==> src/hw/rtl/pslt_pkg.sv <==
// ----------------------------------------------------------------------------
// pslt_pkg
// Shared widths, register codes and table entry types for the per-sensor
// frame loss tracker.
// ----------------------------------------------------------------------------
`default_nettype none

package pslt_pkg;

    localparam int SENSORS   = 64;
    localparam int ID_W      = 6;
    localparam int SEQ_W     = 32;
    localparam int PBYTES_W  = 16;
    localparam int PKT_W     = 8;
    localparam int SBYTES_W  = 40;
    localparam int LOST_W    = 32;
    localparam int TOTAL_W   = 48;
    localparam int PADDR_W   = 3;
    localparam int PDATA_W   = 32;

    localparam logic [PKT_W-1:0] FRAME_PACKETS_RST = PKT_W'(4);
    localparam logic [PKT_W-1:0] PKT_MAX           = '1;

    typedef enum logic [0:0] {
        REG_FRAME_PACKETS = 1'b0
    } t_reg_idx;

    typedef struct packed {
        logic [SEQ_W-1:0]    cur_frame;
        logic [PKT_W-1:0]    pkts_seen;
        logic [SBYTES_W-1:0] sbytes;
    } t_entry;

    typedef struct packed {
        logic            en;
        logic [ID_W-1:0] id;
        t_entry          entry;
    } t_tbl_wr;

endpackage

`default_nettype wire

==> src/hw/rtl/pslt_cfg.sv <==
// ----------------------------------------------------------------------------
// pslt_cfg
// APB register file holding the packets-per-frame setting.
// ----------------------------------------------------------------------------
`default_nettype none

module pslt_cfg import pslt_pkg::*; (
    input  wire logic               i_clk,
    input  wire logic               i_rst_n,
    input  wire logic               psel,
    input  wire logic               penable,
    input  wire logic               pwrite,
    input  wire logic [PADDR_W-1:0] paddr,
    input  wire logic [PDATA_W-1:0] pwdata,
    output logic [PDATA_W-1:0]      prdata,
    output logic                    pready,
    output logic [PKT_W-1:0]        o_frame_packets
);

    logic [PKT_W-1:0] r_frame_packets;
    t_reg_idx         reg_idx;
    logic             wr_beat;

    assign pready  = 1'b1;
    assign reg_idx = t_reg_idx'(paddr[PADDR_W-1]);
    assign wr_beat = psel && penable && pwrite && pready;

    always_ff @(posedge i_clk) begin
        if (!i_rst_n) begin
            r_frame_packets <= FRAME_PACKETS_RST;
        end else if (wr_beat) begin
            case (reg_idx)
                REG_FRAME_PACKETS: r_frame_packets <= pwdata[PKT_W-1:0];
                default:           r_frame_packets <= r_frame_packets;
            endcase
        end
    end

    always_comb begin
        case (reg_idx)
            REG_FRAME_PACKETS: prdata = PDATA_W'(r_frame_packets);
            default:           prdata = '0;
        endcase
    end

    assign o_frame_packets = r_frame_packets;

endmodule

`default_nettype wire

==> config.mk <==
export PLATFORM = sky130hd
export DESIGN_NAME = pslt_cfg
export DESIGN_NICKNAME = d
export VERILOG_FILES = /design/src/hw/rtl/pslt_pkg.sv /design/src/hw/rtl/pslt_cfg.sv
export SDC_FILE = /design/constraint.sdc
export NUM_CORES = 1
export LEC_CHECK = 0
export BUFFER_PORTS_ARGS = -buffer_cell sky130_fd_sc_hd__buf_2
export CORE_ASPECT_RATIO = 1.25
export CORE_MARGIN = 4
export CORE_UTILIZATION = 32
export CTS_CLUSTER_SIZE = 20
export DETAILED_ROUTE_END_ITERATION = 12
export PLACE_DENSITY_LB_ADDON = 0.2
export SYNTH_ARGS = -nofsm -noshare
export SYNTH_HDL_FRONTEND = slang
export SYNTH_SLANG_ARGS = --single-unit
==> constraint.sdc <==
create_clock -name i_clk -period 1.8 [get_ports i_clk]
set_input_delay 0.18 -clock i_clk [delete_from_list [all_inputs] [get_ports i_clk]]
set_output_delay 0.18 -clock i_clk [all_outputs]
set_load 0.03 [all_outputs]
* After elaboration in Yosys (flattened, before gate mapping)
Index checks and enable logic that the tools add are counted.
** Word-level totals
- Register bits after elaboration :: 8
- Logic and storage cells :: 6
** Cells by class
- Multiplexer cells :: 1
- Bitwise gates (word level) :: 1
- Reductions and logical operators :: 3
** Operators by type and width (count)
- 2-to-1 mux 8 bit :: 1
- logical AND 1 bit :: 2
- AND reduction 2 bit :: 1
- inverter 1 bit :: 1

* Depth between registers and ports, before layout
- Word-level depth :: 3
- Gate-level depth with buffers :: 3
- Gate-level depth less buffers :: 2

* Least setup slack after synthesis
No wires, ideal clock.
- Kind :: register to output
- From :: register r_frame_packets[2], in the netlist o_frame_packets[2]
- To :: output prdata[2]
- Arrival :: 0.784 ns
- Required time :: 1.620 ns
- Path slack :: 0.836 ns
- Cell stages (with the launch flop) :: 2
- Path buffers :: 0
- Cell sequence :: dfxtp_1 -> and2b_2
** Between the ends
- Word-level cells in the longest chain between the ends :: 1
** Ends and longest elaborated chain
- from (decl) :: RTL line pslt_cfg.sv:20 : logic [PKT_W-1:0] r_frame_packets;
- from (signal assigned) :: RTL line pslt_cfg.sv:33 : REG_FRAME_PACKETS: r_frame_packets <= pwdata[PKT_W-1:0];
- from (signal assigned) :: RTL line pslt_cfg.sv:34 : default: r_frame_packets <= r_frame_packets;
- 2-to-1 mux 8 bit :: RTL line pslt_cfg.sv:40 : case (reg_idx)
- to (decl) :: RTL line pslt_cfg.sv:15 : output logic [PDATA_W-1:0] prdata,
No other way between the ends.

* Final worst setup path
- From :: register r_frame_packets[7], in the netlist o_frame_packets[7]
- To :: output prdata[7]
Same word-level chain as after synthesis.

==> results.sh <==
export IMPL_status="completed"
export IMPL_crit_type="flip-flop to primary output"
export IMPL_cp_arrival_ns=0.92
export IMPL_postRouteWirelength_um=1110
export IMPL_post_route_min_period_ns=1.10
export IMPL_syn_area_um2=596
export IMPL_grt_antenna_before_repair=0
export IMPL_largest_reg_flops=8
export IMPL_area_growth_pct=12.6
export IMPL_worstReg2RegStart="o_frame_packets[2]$_SDFFE_PN1P_"
export IMPL_die_w_um=46.6
export IMPL_fin_hold_ws_ns=0.176
export IMPL_ys_warn_count=0
export IMPL_rr_endpoint="o_frame_packets[2]$_SDFFE_PN1P_"
export IMPL_design_core_area_um2=1770
export IMPL_critPathCaptureType="primary output"
export IMPL_cts_buffers=3
export IMPL_whs_path_depth=3
export IMPL_drc=0
export IMPL_port_buffers=29
export IMPL_cts_setup_buffers=0
export IMPL_num_rows=17
export IMPL_hold_buffers=0
export IMPL_clkSinkCount=8
export IMPL_gr_total_overflow=0
export IMPL_cts_root_buf="clkbuf_4"
export IMPL_worst_ep_required_time_ns=1.62
export IMPL_die_area_um2=2620
export IMPL_first_pass_iters=2
export IMPL_rsz0062_at_grt="false"
export IMPL_regArea_um2=160
export IMPL_fin_area_um2=671
export IMPL_p_leak_nw=0.389
export IMPL_cap_violations=0
export IMPL_multiInputGateArea_um2=319
export IMPL_wl_per_cell_um=9.46
export IMPL_synth_seq_cells=8
export IMPL_skew_ns=0
export IMPL_h_tree_depth=1
export IMPL_slew_viol_final=0
export IMPL_avgSynthCellArea_um2=8.51
export IMPL_synthDistinctLibCells=10
export IMPL_dpl_hpwl_um=891
export IMPL_hold_end="o_frame_packets[3]$_SDFFE_PN0P_"
export IMPL_seq_area_frac_synth_pct=26.9
export IMPL_cts_tree="built"
export IMPL_crit_path_start_kind="flip-flop"
export IMPL_hold_path_class="input pin to flip-flop"
export IMPL_ant_nets=0
export IMPL_final_fill_count=199
export IMPL_diodes=0
export IMPL_tns_ns=0
export IMPL_grtUsageTotal_pct=8.21
export IMPL_place_congestion=0.561
export IMPL_r2r_setup_slack_ns=1.18
export IMPL_dp_cells=114
export IMPL_clock_latency_ns=0.25
export IMPL_clockBufferDepth=2
export IMPL_ir_drop_uv=248
export IMPL_cts_resized=0
export IMPL_netlist_instances=70
export IMPL_grt_pass1_wl_um=1530
export IMPL_grt_max_degree=17
export IMPL_die_h_um=56.2
export IMPL_fin_cells=117
export IMPL_ioPinCount=81
export IMPL_placed_area_um2=648
export IMPL_hold_violations=0
export IMPL_rr_worst_depth=2
export IMPL_hold_path_startpoint="pwdata[3]"
export IMPL_path_max_fanout=3
export IMPL_power_density_nw_per_um2=661
export IMPL_fmax_ghz=0.911
export IMPL_initial_core_util_pct=33.7
export IMPL_drive_above_1_share_pct=40.8
export IMPL_setup_viol=0
export IMPL_vias_per_cell=3.83
export IMPL_grt_pass1_vias=355
export IMPL_min_period_over_period_pct=61.0
export IMPL_total_power_w=0.000443
export IMPL_vias=448
export IMPL_fin_nets=140
export IMPL_path_clk_slew_ns=0.05
export IMPL_dr_first_iter_drc_count=5
## layer usage
layer | track usage [%] | vias up | wire length [um]
met4 | 6.10 | 0 | 0
met5 | 0 | - | 0
met2 | 11.8 | 32 | 527
met3 | 3.24 | 0 | 190
met1 | 9.30 | 192 | 389
li1 | - | 224 | -
## worst max-delay path, stage by stage (launching register included)
cell	delay [ns]
dfxtp_1	0.32
and2b_2	0.18
buf_2	0.17
## metrics by stage
step | setup slack (ns) | util (%)
2_1_floorplan | 0.836 | -
3_3_place_gp | 0.549 | 36.7
3_5_place_dp | 0.546 | 36.7
4_1_cts | 0.684 | 38.0
5_1_grt | 0.632 | 38.0
6_report | 0.702 | 38.0
## cell usage after synthesis
master	count	area share (%)
dfxtp_1	8	27
nor2b_1	2	2.1
buf_6	1	1.9
and4b_1	1	1.7
conb_1	2	1.3
mux2i_1	8	13
clkbuf_1	1	0.63
buf_4	25	32
and2b_2	8	12
nand2_1	14	8.8
## final cells by class
class,count,share of cell area [%]
Tap cell,19,3.54
Timing Repair Buffer,29,21.6
Multi-Input combinational cell,58,47.6
Clock buffer,3,3.36
Sequential cell,8,23.9
## power by group
group / internal, W / leakage [nW] / total, W / switching (W)
logic: 0.0000251 / 0.310 / 0.000127 / 0.000102
clock network: 0.0000760 / 0.0138 / 0.000133 / 0.0000565
registers: 0.000181 / 0.0648 / 0.000184 / 0.00000238
total: 0.000282 / 0.389 / 0.000443 / 0.000161
## layout by cell type, fill, tap and decap left out, drive strengths merged
cell	netlist	layout
buf	26	29
conb	2	25
nand2	14	14
and2b	8	8
mux2i	8	8
dfxtp	8	8
clkbuf	1	3
nor2b	2	2
and4b	1	1
## logic make-up (layout without fill, tap and decap cells)
logic type	after synthesis	in the layout	share of synthesized area [%]
flops	8	8	26.9
buf+inv	27	32	34.0
other cells	2	25	1.26
mux	8	8	13.4
simple gates	25	25	24.4
## worst max path at each step
stage	startpoint	endpoint	slack [ns]
5_1_grt	o_frame_packets[1]$_SDFFE_PN0P_	prdata[1]	0.63
3_3_place_gp	paddr[2]	o_frame_packets[2]$_SDFFE_PN1P_	0.55
2_1_floorplan	o_frame_packets[2]$_SDFFE_PN1P_	prdata[2]	0.84
3_5_place_dp	paddr[2]	o_frame_packets[1]$_SDFFE_PN0P_	0.55
6_report	o_frame_packets[7]$_SDFFE_PN0P_	prdata[7]	0.70
4_1_cts	o_frame_packets[7]$_SDFFE_PN0P_	prdata[7]	0.68
Note: power is estimated with default switching activity, not from simulation.
