### config.mk
export PLATFORM = sky130hd
export DESIGN_NAME = pslt_update
export DESIGN_NICKNAME = d
export VERILOG_FILES = /design/src/hw/rtl/pslt_pkg.sv /design/src/hw/rtl/pslt_update.sv
export SDC_FILE = /design/constraint.sdc
export NUM_CORES = 1
export LEC_CHECK = 0
export ABC_AREA = 1
export BUFFER_PORTS_ARGS = -buffer_cell sky130_fd_sc_hd__buf_2
export CAP_MARGIN = 30
export CELL_PAD_IN_SITES_DETAIL_PLACEMENT = 1
export CELL_PAD_IN_SITES_GLOBAL_PLACEMENT = 1
export CORE_ASPECT_RATIO = 0.75
export CORE_MARGIN = 3
export CORE_UTILIZATION = 37
export DETAILED_ROUTE_END_ITERATION = 12
export GPL_ROUTABILITY_DRIVEN = 0
export PLACE_DENSITY_LB_ADDON = 0.25
export REMOVE_ABC_BUFFERS = 1
export SLEW_MARGIN = 5
export SYNTH_ARGS = -nofsm -noshare
export SYNTH_HDL_FRONTEND = slang
export SYNTH_SLANG_ARGS = --single-unit
### constraint.sdc
create_clock -name i_clk -period 3.6 [get_ports i_clk]
set_input_delay 0 -clock i_clk [delete_from_list [all_inputs] [get_ports i_clk]]
set_output_delay 0 -clock i_clk [all_outputs]
set_load 0.02 [all_outputs]
### src/hw/rtl/pslt_pkg.sv
// ----------------------------------------------------------------------------
// pslt_pkg
// Shared widths, register codes and table entry types for the per-sensor
// frame loss tracker.
// ----------------------------------------------------------------------------
`default_nettype none

package pslt_pkg;

    localparam int SENSORS   = 64;
    localparam int ID_W      = 6;
    localparam int SEQ_W     = 32;
    localparam int PBYTES_W  = 16;
    localparam int PKT_W     = 8;
    localparam int SBYTES_W  = 40;
    localparam int LOST_W    = 32;
    localparam int TOTAL_W   = 48;
    localparam int PADDR_W   = 3;
    localparam int PDATA_W   = 32;

    localparam logic [PKT_W-1:0] FRAME_PACKETS_RST = PKT_W'(4);
    localparam logic [PKT_W-1:0] PKT_MAX           = '1;

    typedef enum logic [0:0] {
        REG_FRAME_PACKETS = 1'b0
    } t_reg_idx;

    typedef struct packed {
        logic [SEQ_W-1:0]    cur_frame;
        logic [PKT_W-1:0]    pkts_seen;
        logic [SBYTES_W-1:0] sbytes;
    } t_entry;

    typedef struct packed {
        logic            en;
        logic [ID_W-1:0] id;
        t_entry          entry;
    } t_tbl_wr;

endpackage

`default_nettype wire

### src/hw/rtl/pslt_update.sv
// ----------------------------------------------------------------------------
// pslt_update
// Frame tracking update, saturating counters and the result register.
// ----------------------------------------------------------------------------
`default_nettype none

module pslt_update import pslt_pkg::*; (
    input  wire logic                i_clk,
    input  wire logic                i_rst_n,
    input  wire logic                i_vld,
    input  wire logic [ID_W-1:0]     i_id,
    input  wire logic [SEQ_W-1:0]    i_seq,
    input  wire logic [PBYTES_W-1:0] i_pbytes,
    input  wire t_entry              i_entry,
    input  wire logic [PKT_W-1:0]    i_frame_packets,
    output t_tbl_wr                  o_wr,
    output logic                     o_valid,
    output logic                     o_is_registration,
    output logic                     o_seq_backwards,
    output logic                     o_frame_lost,
    output logic [PKT_W-1:0]         o_missing_packets,
    output logic                     o_frame_complete,
    output logic [SBYTES_W-1:0]      o_sensor_bytes,
    output logic [LOST_W-1:0]        o_lost_frames_total,
    output logic [LOST_W-1:0]        o_lost_packets_total,
    output logic [TOTAL_W-1:0]       o_bytes_total
);

    logic [LOST_W-1:0]   r_lost_frames, n_lost_frames;
    logic [LOST_W-1:0]   r_lost_pkts,   n_lost_pkts;
    logic [TOTAL_W-1:0]  r_bytes_total, n_bytes_total;

    logic                r_valid;
    logic                r_is_reg;
    logic                r_back;
    logic                r_lost;
    logic [PKT_W-1:0]    r_missing;
    logic                r_done;
    logic [SBYTES_W-1:0] r_sbytes;

    logic                is_reg;
    logic                back;
    logic                lost;
    logic                done;
    logic [PKT_W-1:0]    missing;
    logic [PKT_W-1:0]    pkts_inc;
    t_entry              new_entry;
    logic [SBYTES_W:0]   sb_sum;
    logic [SBYTES_W-1:0] sb_new;
    logic [TOTAL_W:0]    tot_sum;
    logic [LOST_W:0]     lf_sum;
    logic [LOST_W:0]     lp_sum;

    // saturating sums: a carry out pins the counter at its top
    assign sb_sum   = {1'b0, i_entry.sbytes} + (SBYTES_W+1)'(i_pbytes);
    assign sb_new   = sb_sum[SBYTES_W] ? '1 : sb_sum[SBYTES_W-1:0];
    assign tot_sum  = {1'b0, r_bytes_total} + (TOTAL_W+1)'(i_pbytes);
    assign lf_sum   = {1'b0, r_lost_frames} + (LOST_W+1)'(1);
    assign lp_sum   = {1'b0, r_lost_pkts} + (LOST_W+1)'(missing);
    assign pkts_inc = i_entry.pkts_seen + PKT_W'(1);

    always_comb begin
        is_reg    = (i_seq == '0);
        back      = 1'b0;
        lost      = 1'b0;
        missing   = '0;
        done      = 1'b0;
        new_entry = i_entry;
        if (!is_reg) begin
            new_entry.sbytes = sb_new;
            if (i_seq != i_entry.cur_frame) begin
                // a stored frame of zero means no numbered packet yet
                if (i_entry.cur_frame != '0) begin
                    back = (i_seq < i_entry.cur_frame);
                    if (i_entry.pkts_seen < i_frame_packets) begin
                        lost    = 1'b1;
                        missing = i_frame_packets - i_entry.pkts_seen;
                    end
                end
                new_entry.cur_frame = i_seq;
                new_entry.pkts_seen = PKT_W'(1);
                done                = (i_frame_packets == PKT_W'(1));
            end else if (i_entry.pkts_seen != PKT_MAX) begin
                new_entry.pkts_seen = pkts_inc;
                done                = (pkts_inc == i_frame_packets);
            end
        end
    end

    always_comb begin
        o_wr.en       = i_vld && !is_reg;
        o_wr.id       = i_id;
        o_wr.entry    = new_entry;
        n_bytes_total = r_bytes_total;
        n_lost_frames = r_lost_frames;
        n_lost_pkts   = r_lost_pkts;
        if (i_vld) begin
            n_bytes_total = tot_sum[TOTAL_W] ? '1 : tot_sum[TOTAL_W-1:0];
            if (lost) begin
                n_lost_frames = lf_sum[LOST_W] ? '1 : lf_sum[LOST_W-1:0];
                n_lost_pkts   = lp_sum[LOST_W] ? '1 : lp_sum[LOST_W-1:0];
            end
        end
    end

    always_ff @(posedge i_clk) begin
        if (!i_rst_n) begin
            r_lost_frames <= '0;
            r_lost_pkts   <= '0;
            r_bytes_total <= '0;
            r_valid       <= 1'b0;
        end else begin
            r_lost_frames <= n_lost_frames;
            r_lost_pkts   <= n_lost_pkts;
            r_bytes_total <= n_bytes_total;
            r_valid       <= i_vld;
        end
    end

    always_ff @(posedge i_clk) begin
        if (i_vld) begin
            r_is_reg  <= is_reg;
            r_back    <= back;
            r_lost    <= lost;
            r_missing <= missing;
            r_done    <= done;
            r_sbytes  <= new_entry.sbytes;
        end
    end

    assign o_valid              = r_valid;
    assign o_is_registration    = r_is_reg;
    assign o_seq_backwards      = r_back;
    assign o_frame_lost         = r_lost;
    assign o_missing_packets    = r_missing;
    assign o_frame_complete     = r_done;
    assign o_sensor_bytes       = r_sbytes;
    assign o_lost_frames_total  = r_lost_frames;
    assign o_lost_packets_total = r_lost_pkts;
    assign o_bytes_total        = r_bytes_total;

    a_lost_has_missing: assert property (@(posedge i_clk) disable iff (!i_rst_n)
        (r_valid && r_lost) |-> (r_missing != '0))
        else $error("lost frame reported with no missing packets");

    a_reg_no_flags: assert property (@(posedge i_clk) disable iff (!i_rst_n)
        (r_valid && r_is_reg) |-> (!r_lost && !r_done && !r_back))
        else $error("registration beat carries frame flags");

    a_lost_frames_mono: assert property (@(posedge i_clk) disable iff (!i_rst_n)
        $past(i_rst_n) |-> (r_lost_frames >= $past(r_lost_frames)))
        else $error("lost frame total decreased");

    a_lost_pkts_moves_with_frames: assert property (@(posedge i_clk) disable iff (!i_rst_n)
        ($past(i_rst_n) && (r_lost_pkts != $past(r_lost_pkts)))
            |-> $past(i_vld && lost))
        else $error("lost packet total moved without a lost frame");

endmodule

`default_nettype wire

Yosys cells after proc, flatten, opt, wreduce, memory -nomap -nowiden
Cells that the tools add are included.

storage, ports and cells
  output and inout bits = 252
  register bits = 165
  logic and storage cells = 48
  bits of input ports = 145

cells by class
  add/sub/neg operators = 6
  order comparisons = 2
  muxes and demuxes = 18
  bitwise logic cells = 2
  reduce and logical (&&, ||, !) cells = 6
  eq/ne operators = 4

operators by type and width
  kind                                                  count
  two-way mux 32 bit                                    3
  two-way mux 80 bit                                    1
  adder 48 x 16 -> 49 bit                               1
  two-way mux 48 bit                                    1
  two-way mux 8 bit                                     6
  adder 40 x 16 -> 41 bit                               1
  two-way mux 40 bit                                    1
  adder 32 x 1 -> 33 bit (second input constant)        1
  adder 32 x 8 -> 33 bit                                1
  logical NOT 32 bit                                    1
  less-than comparator 32 bit                           1
  inequality test 32 bit                                1
  nonzero test 32 bit                                   1
  adder 8 x 1 -> 8 bit (second input constant)          1
  equality test 8 x 1 -> 1 bit (second input constant)  1
  equality test 8 bit                                   1
  less-than comparator 8 bit                            1
  inequality test 8 bit (second input constant)         1
  subtractor 8 bit                                      1
  two-way mux 1 bit                                     6
  OR reduction 3 bit                                    1
  inverter 1 bit                                        2
  AND reduction 2 bit                                   1
  logical AND 1 bit                                     1
  logical NOT 1 bit                                     1

Longest topological paths before layout
  word-level depth = 7
  depth in mapped cells = 23
  mapped depth without buffers = 23

Worst setup path before layout
No wires, ideal clock.

  kind = input to register
  from = in i_frame_packets[0]
  to = reg r_lost_pkts[14] (netlist: o_lost_packets_total[14])
  path buffers = 2
  library setup time = 139 ps
  stages = 22
  data required time = 3461 ps
  path slack = 496 ps
  arrival = 2965 ps
  path through = inv_1 > ha_1 > fa_1 > o21ai_2 > nand2_1 > nand3_1 > nand2_2 > nor2_4 > nand3_4 > inv_1 > o21ai_0 > a21oi_1 > ha_1 > a21oi_1 > o21ai_0 > a21o_1 > buf_4 > nand4_4 > buf_2 > nand3_1 > nand2_1 > a21oi_2

between the ends
  elaborated cells between the ends (all ways) = 13
  those cells by class = add/sub (2); order compare (1); mux (9); reduce/logical (1)

RTL lines
  what                           line                RTL
  from (decl)                    pslt_update.sv:15   input wire logic [PKT_W-1:0] i_frame_packets,
  less-than comparator 8 bit     pslt_update.sv:75   if (i_entry.pkts_seen < i_frame_packets) begin
  two-way mux 1 bit              pslt_update.sv:75
  two-way mux 1 bit              pslt_update.sv:73   if (i_entry.cur_frame != '0) begin
  two-way mux 1 bit              pslt_update.sv:71   if (i_seq != i_entry.cur_frame) begin
  two-way mux 1 bit              pslt_update.sv:69   if (!is_reg) begin
  net lost                       pslt_update.sv:43   logic lost;
  AND reduction 2 bit (no line)  n/a
  to (signal assigned)           pslt_update.sv:114  r_lost_pkts <= n_lost_pkts;
  to (decl)                      pslt_update.sv:30   logic [LOST_W-1:0] r_lost_pkts, n_lost_pkts;

The timed path passes the listed nets, and every way through them passes these cells.
A chain may end at the register's enable or synchronous reset.

==> impl_metrics.json <==
{
  "synth_edf_count": 52,
  "drc": 0,
  "drt_iter0_markers": 1135,
  "critPathKind": "in -> out",
  "htree_num_levels": 4,
  "vias": 16900,
  "design_power_total_w": 0.00568,
  "ir_drop_v": 0.000273,
  "hold_path.class": "in -> reg",
  "global_route.usage.total_pct": 29.0,
  "wl_um": 60400,
  "unrepaired_setup_endpoints_after_global_routing": "no",
  "power_density_nw_per_um2": 326,
  "critical-path-top-cell-by-count": "nand2_1",
  "grt_antenna_before_repair": 9,
  "cts_root_buffer": "clkbuf_16",
  "clock_insertion_delay_worst_skew_ns": 0.46,
  "finalInstanceArea_um2": 17400,
  "final_critical_path_setup_slack_ns": 0.234,
  "slew_viol_final": 0,
  "worstSetupStartpointType": "input pin",
  "finalCoreUtilization_pct": 46.6,
  "portBuffers": 384,
  "main_combinational_cell_family_by_area_after_synthesis": "simple AND/OR/NAND/NOR gates",
  "placement_rows": 61,
  "critPathRequiredTime_ns": 3.60,
  "reg2regPathDepth": 16,
  "ys_dominant_reg_cell": "dfxtp_1",
  "timing.rr.start": "o_bytes_total[0]",
  "rr_endpoint": "o_bytes_total[36]",
  "accumulated_negative_setup_slack_ns": 0,
  "crit_chain": "dlygate4sd3_1 -> buf_2 -> ha_1 -> inv_1 -> fa_1 -> o21ai_1 -> nand2_1 -> nand2_1 -> nand2_1 -> nand2_1 -> nand3_1 -> o21ai_0 -> buf_2",
  "min_path_cells": 3,
  "timing.fmax_mhz": 297,
  "synth-async-reset-ratio_pct": 0,
  "yosys-top-cells-area": "nand2_1 18%, dfxtp_1 16%, edfxtp_1 11%",
  "yosys_warnings": 0,
  "clk_pin_slew_ns": 0.08,
  "worst_path_arrival_time_ns": 3.37,
  "timing_hold_violations_final": 1,
  "synth_simple_gate_area_share_pct": 40.1,
  "detailedRoute.firstPassIterationCount": 5,
  "cp-end-kind": "primary output",
  "netlist.area_leader.share_pct": 17.7,
  "die_w_um": 231,
  "areaGrowthSynthToFinish_pct": 23.5,
  "global_route_wire_length_before_repair_um": 94200,
  "power.leakage_nw": 8.26,
  "ios": 397,
  "clock_tree_from_tritoncts": "yes",
  "worst_clock_skew_ns": 0.0185,
  "postSynthCellCount": 2213,
  "die_height_um": 175,
  "violated_checks": "negative hold slack",
  "synth.area.mux_share_pct": 0,
  "yosysTopAreaCell": "nand2_1",
  "ff2ff_setup_slack_ns": 0.77,
  "synth_adder_area_share_pct": 7.85,
  "pre_cts_setup_slack_ns": -0.372,
  "slew-limit-headroom_pct": 36.3,
  "tightest_slew_ns": 0.955,
  "worstPathBufferInverterCount": 4,
  "dr_vias_cell": 5.39,
  "synth_compound_area_share_pct": 11.8,
  "timing.hold.worst_endpoint": "o_sensor_bytes[31]",
  "synth.cell_area_um2": 14100,
  "ctsLongestPathBuffers": 2,
  "highest_count_cells_in_the_layout_ignoring_fill_and_taps": "664 x nand2_1, 383 x buf_2, 255 x inv_1",
  "worst_path_max_delay_cell": "o21ai_0",
  "synth_xor_xnor_area_share_pct": 3.54,
  "final_nets": 2832,
  "hp-start": "i_entry[31]",
  "share_of_final_layout_standard_cells_stronger_than_drive_strength_1_pct": 19.4,
  "grt_pass1_vias": 17100,
  "pin_count_of_the_biggest_net_entering_global_routing": 79,
  "mostFrequentLayoutCell": "nand2_1",
  "dp_hpwl_um": 47500,
  "worstPathMaxFanout": 5,
  "period_share_pct": 93.5,
  "run_status": "finished, violations left",
  "dieArea_um2": 40500,
  "antenna_violating_nets_post_route": 0,
  "post_synth_num_cell_types": 53,
  "max_stage_delay_on_crit_path_ns": 0.69,
  "grt_residual_overflow": 0,
  "finalSetupViolations": 0,
  "coreArea_um2": 37300,
  "cpLargestDelayFamily": "compound AO/OA/AOI/OAI gates",
  "cts_buffers": 17,
  "postPlaceCellArea_um2": 16400,
  "synth.yosys.seq_area_share_pct": 27.1,
  "ys_seq_elements": 165,
  "postSynthAreaPerCell_um2": 6.37,
  "cap_viol_max_count": 0,
  "period_minus_slack_ns": 3.37,
  "clkSinkCount": 165,
  "finalHoldWorstSlack_ns": -0.00212,
  "wire_per_inst_um": 19.3,
  "floorplan.initialDensity_pct": 37.8
}
[routing by layer]
layer | share of wire [%] | global-route usage, %
met5 | 0 | 0
met4 | 2.0 | 7.64
met3 | 4.8 | 3.91
met2 | 48 | 49.2
met1 | 45 | 38.8
[cells by family (layout without fill, tap and decap cells)]
kind of cell | Yosys count | count (layout)
buffers and inverters | 324 | 724
flip-flops | 165 | 165
AO/OA/AOI/OAI | 296 | 296
XOR/XNOR | 57 | 57
adder cells (fa/ha/maj) | 86 | 86
other | 0 | 9
AND/OR/NAND/NOR | 1285 | 1286
[tightest hold or removal path: cells and delay by family]
kind                   cells  cell delay, ns
AO/OA/AOI/OAI              1            0.08
buffers and inverters      1            0.10
AND/OR/NAND/NOR            1            0.15
[flip-flops by register name, summed over array words and instances, names as in the netlist]
signal / cells
o_bytes_total: 48
o_frame_complete: 1
o_frame_lost: 1
o_is_registration: 1
o_lost_frames_total: 32
o_lost_packets_total: 32
o_missing_packets: 8
o_sensor_bytes: 40
o_seq_backwards: 1
o_valid: 1
[power breakdown]
| part | internal, W | switching [W] | total (W) | leakage (nW) |
|---|---|---|---|---|
| clock | 0.00109 | 0.000907 | 0.00199 | 0.295 |
| combinational | 0.000529 | 0.00107 | 0.00160 | 6.55 |
| sequential | 0.00203 | 0.0000512 | 0.00209 | 1.42 |
| total | 0.00365 | 0.00203 | 0.00568 | 8.26 |
[cell usage after synthesis, drive strengths merged, types with 29 or more instances]
cell type / instances
dfxtp: 113
nand2: 673
o21ai: 95
edfxtp: 52
inv: 257
clkbuf: 31
nand3: 207
ha: 82
a21oi: 148
nor3: 62
buf: 35
a31oi: 30
xor2: 29
nor2: 217
nand4: 70
[layout make-up]
class                   count  area, um2
repair buffers            434       2410
fillers                  5144      19900
multi-input cells        1725       8940
well taps                 504        631
diodes                      9       22.5
clock inverters            13        160
inverters                 258        970
flip-flops and latches    165       3820
clock buffers              19        454
[how the worst max path moves through the flow]
stage,start,end,cells after the start
global route,i_entry[40],o_lost_packets_total[31],20
global placement,i_entry[40],o_lost_packets_total[14],20
finish,i_pbytes[0],o_wr[24],13
CTS,i_entry[40],o_lost_packets_total[27],20
floorplan,i_entry[61],o_lost_packets_total[14],19
detailed placement,i_entry[40],o_lost_packets_total[27],20
[what timing repair did]
item / CTS / global route
hold buffers: 33 / 0
buffers inserted: 0 / 2
hold endpoints to repair: 32 / 0
resized for setup: 0 / 2
setup endpoints to repair: 0 / 33
[stage by stage]
stage               instances  hold WS, ns
floorplan                2147            0
global placement         3050     0.000198
detailed placement       3050     0.000198
CTS                      3115     0.000198
global route             3127     0.000136
finish                   3127     -0.00212
No activity file was read; power rests on OpenSTA's default activity.
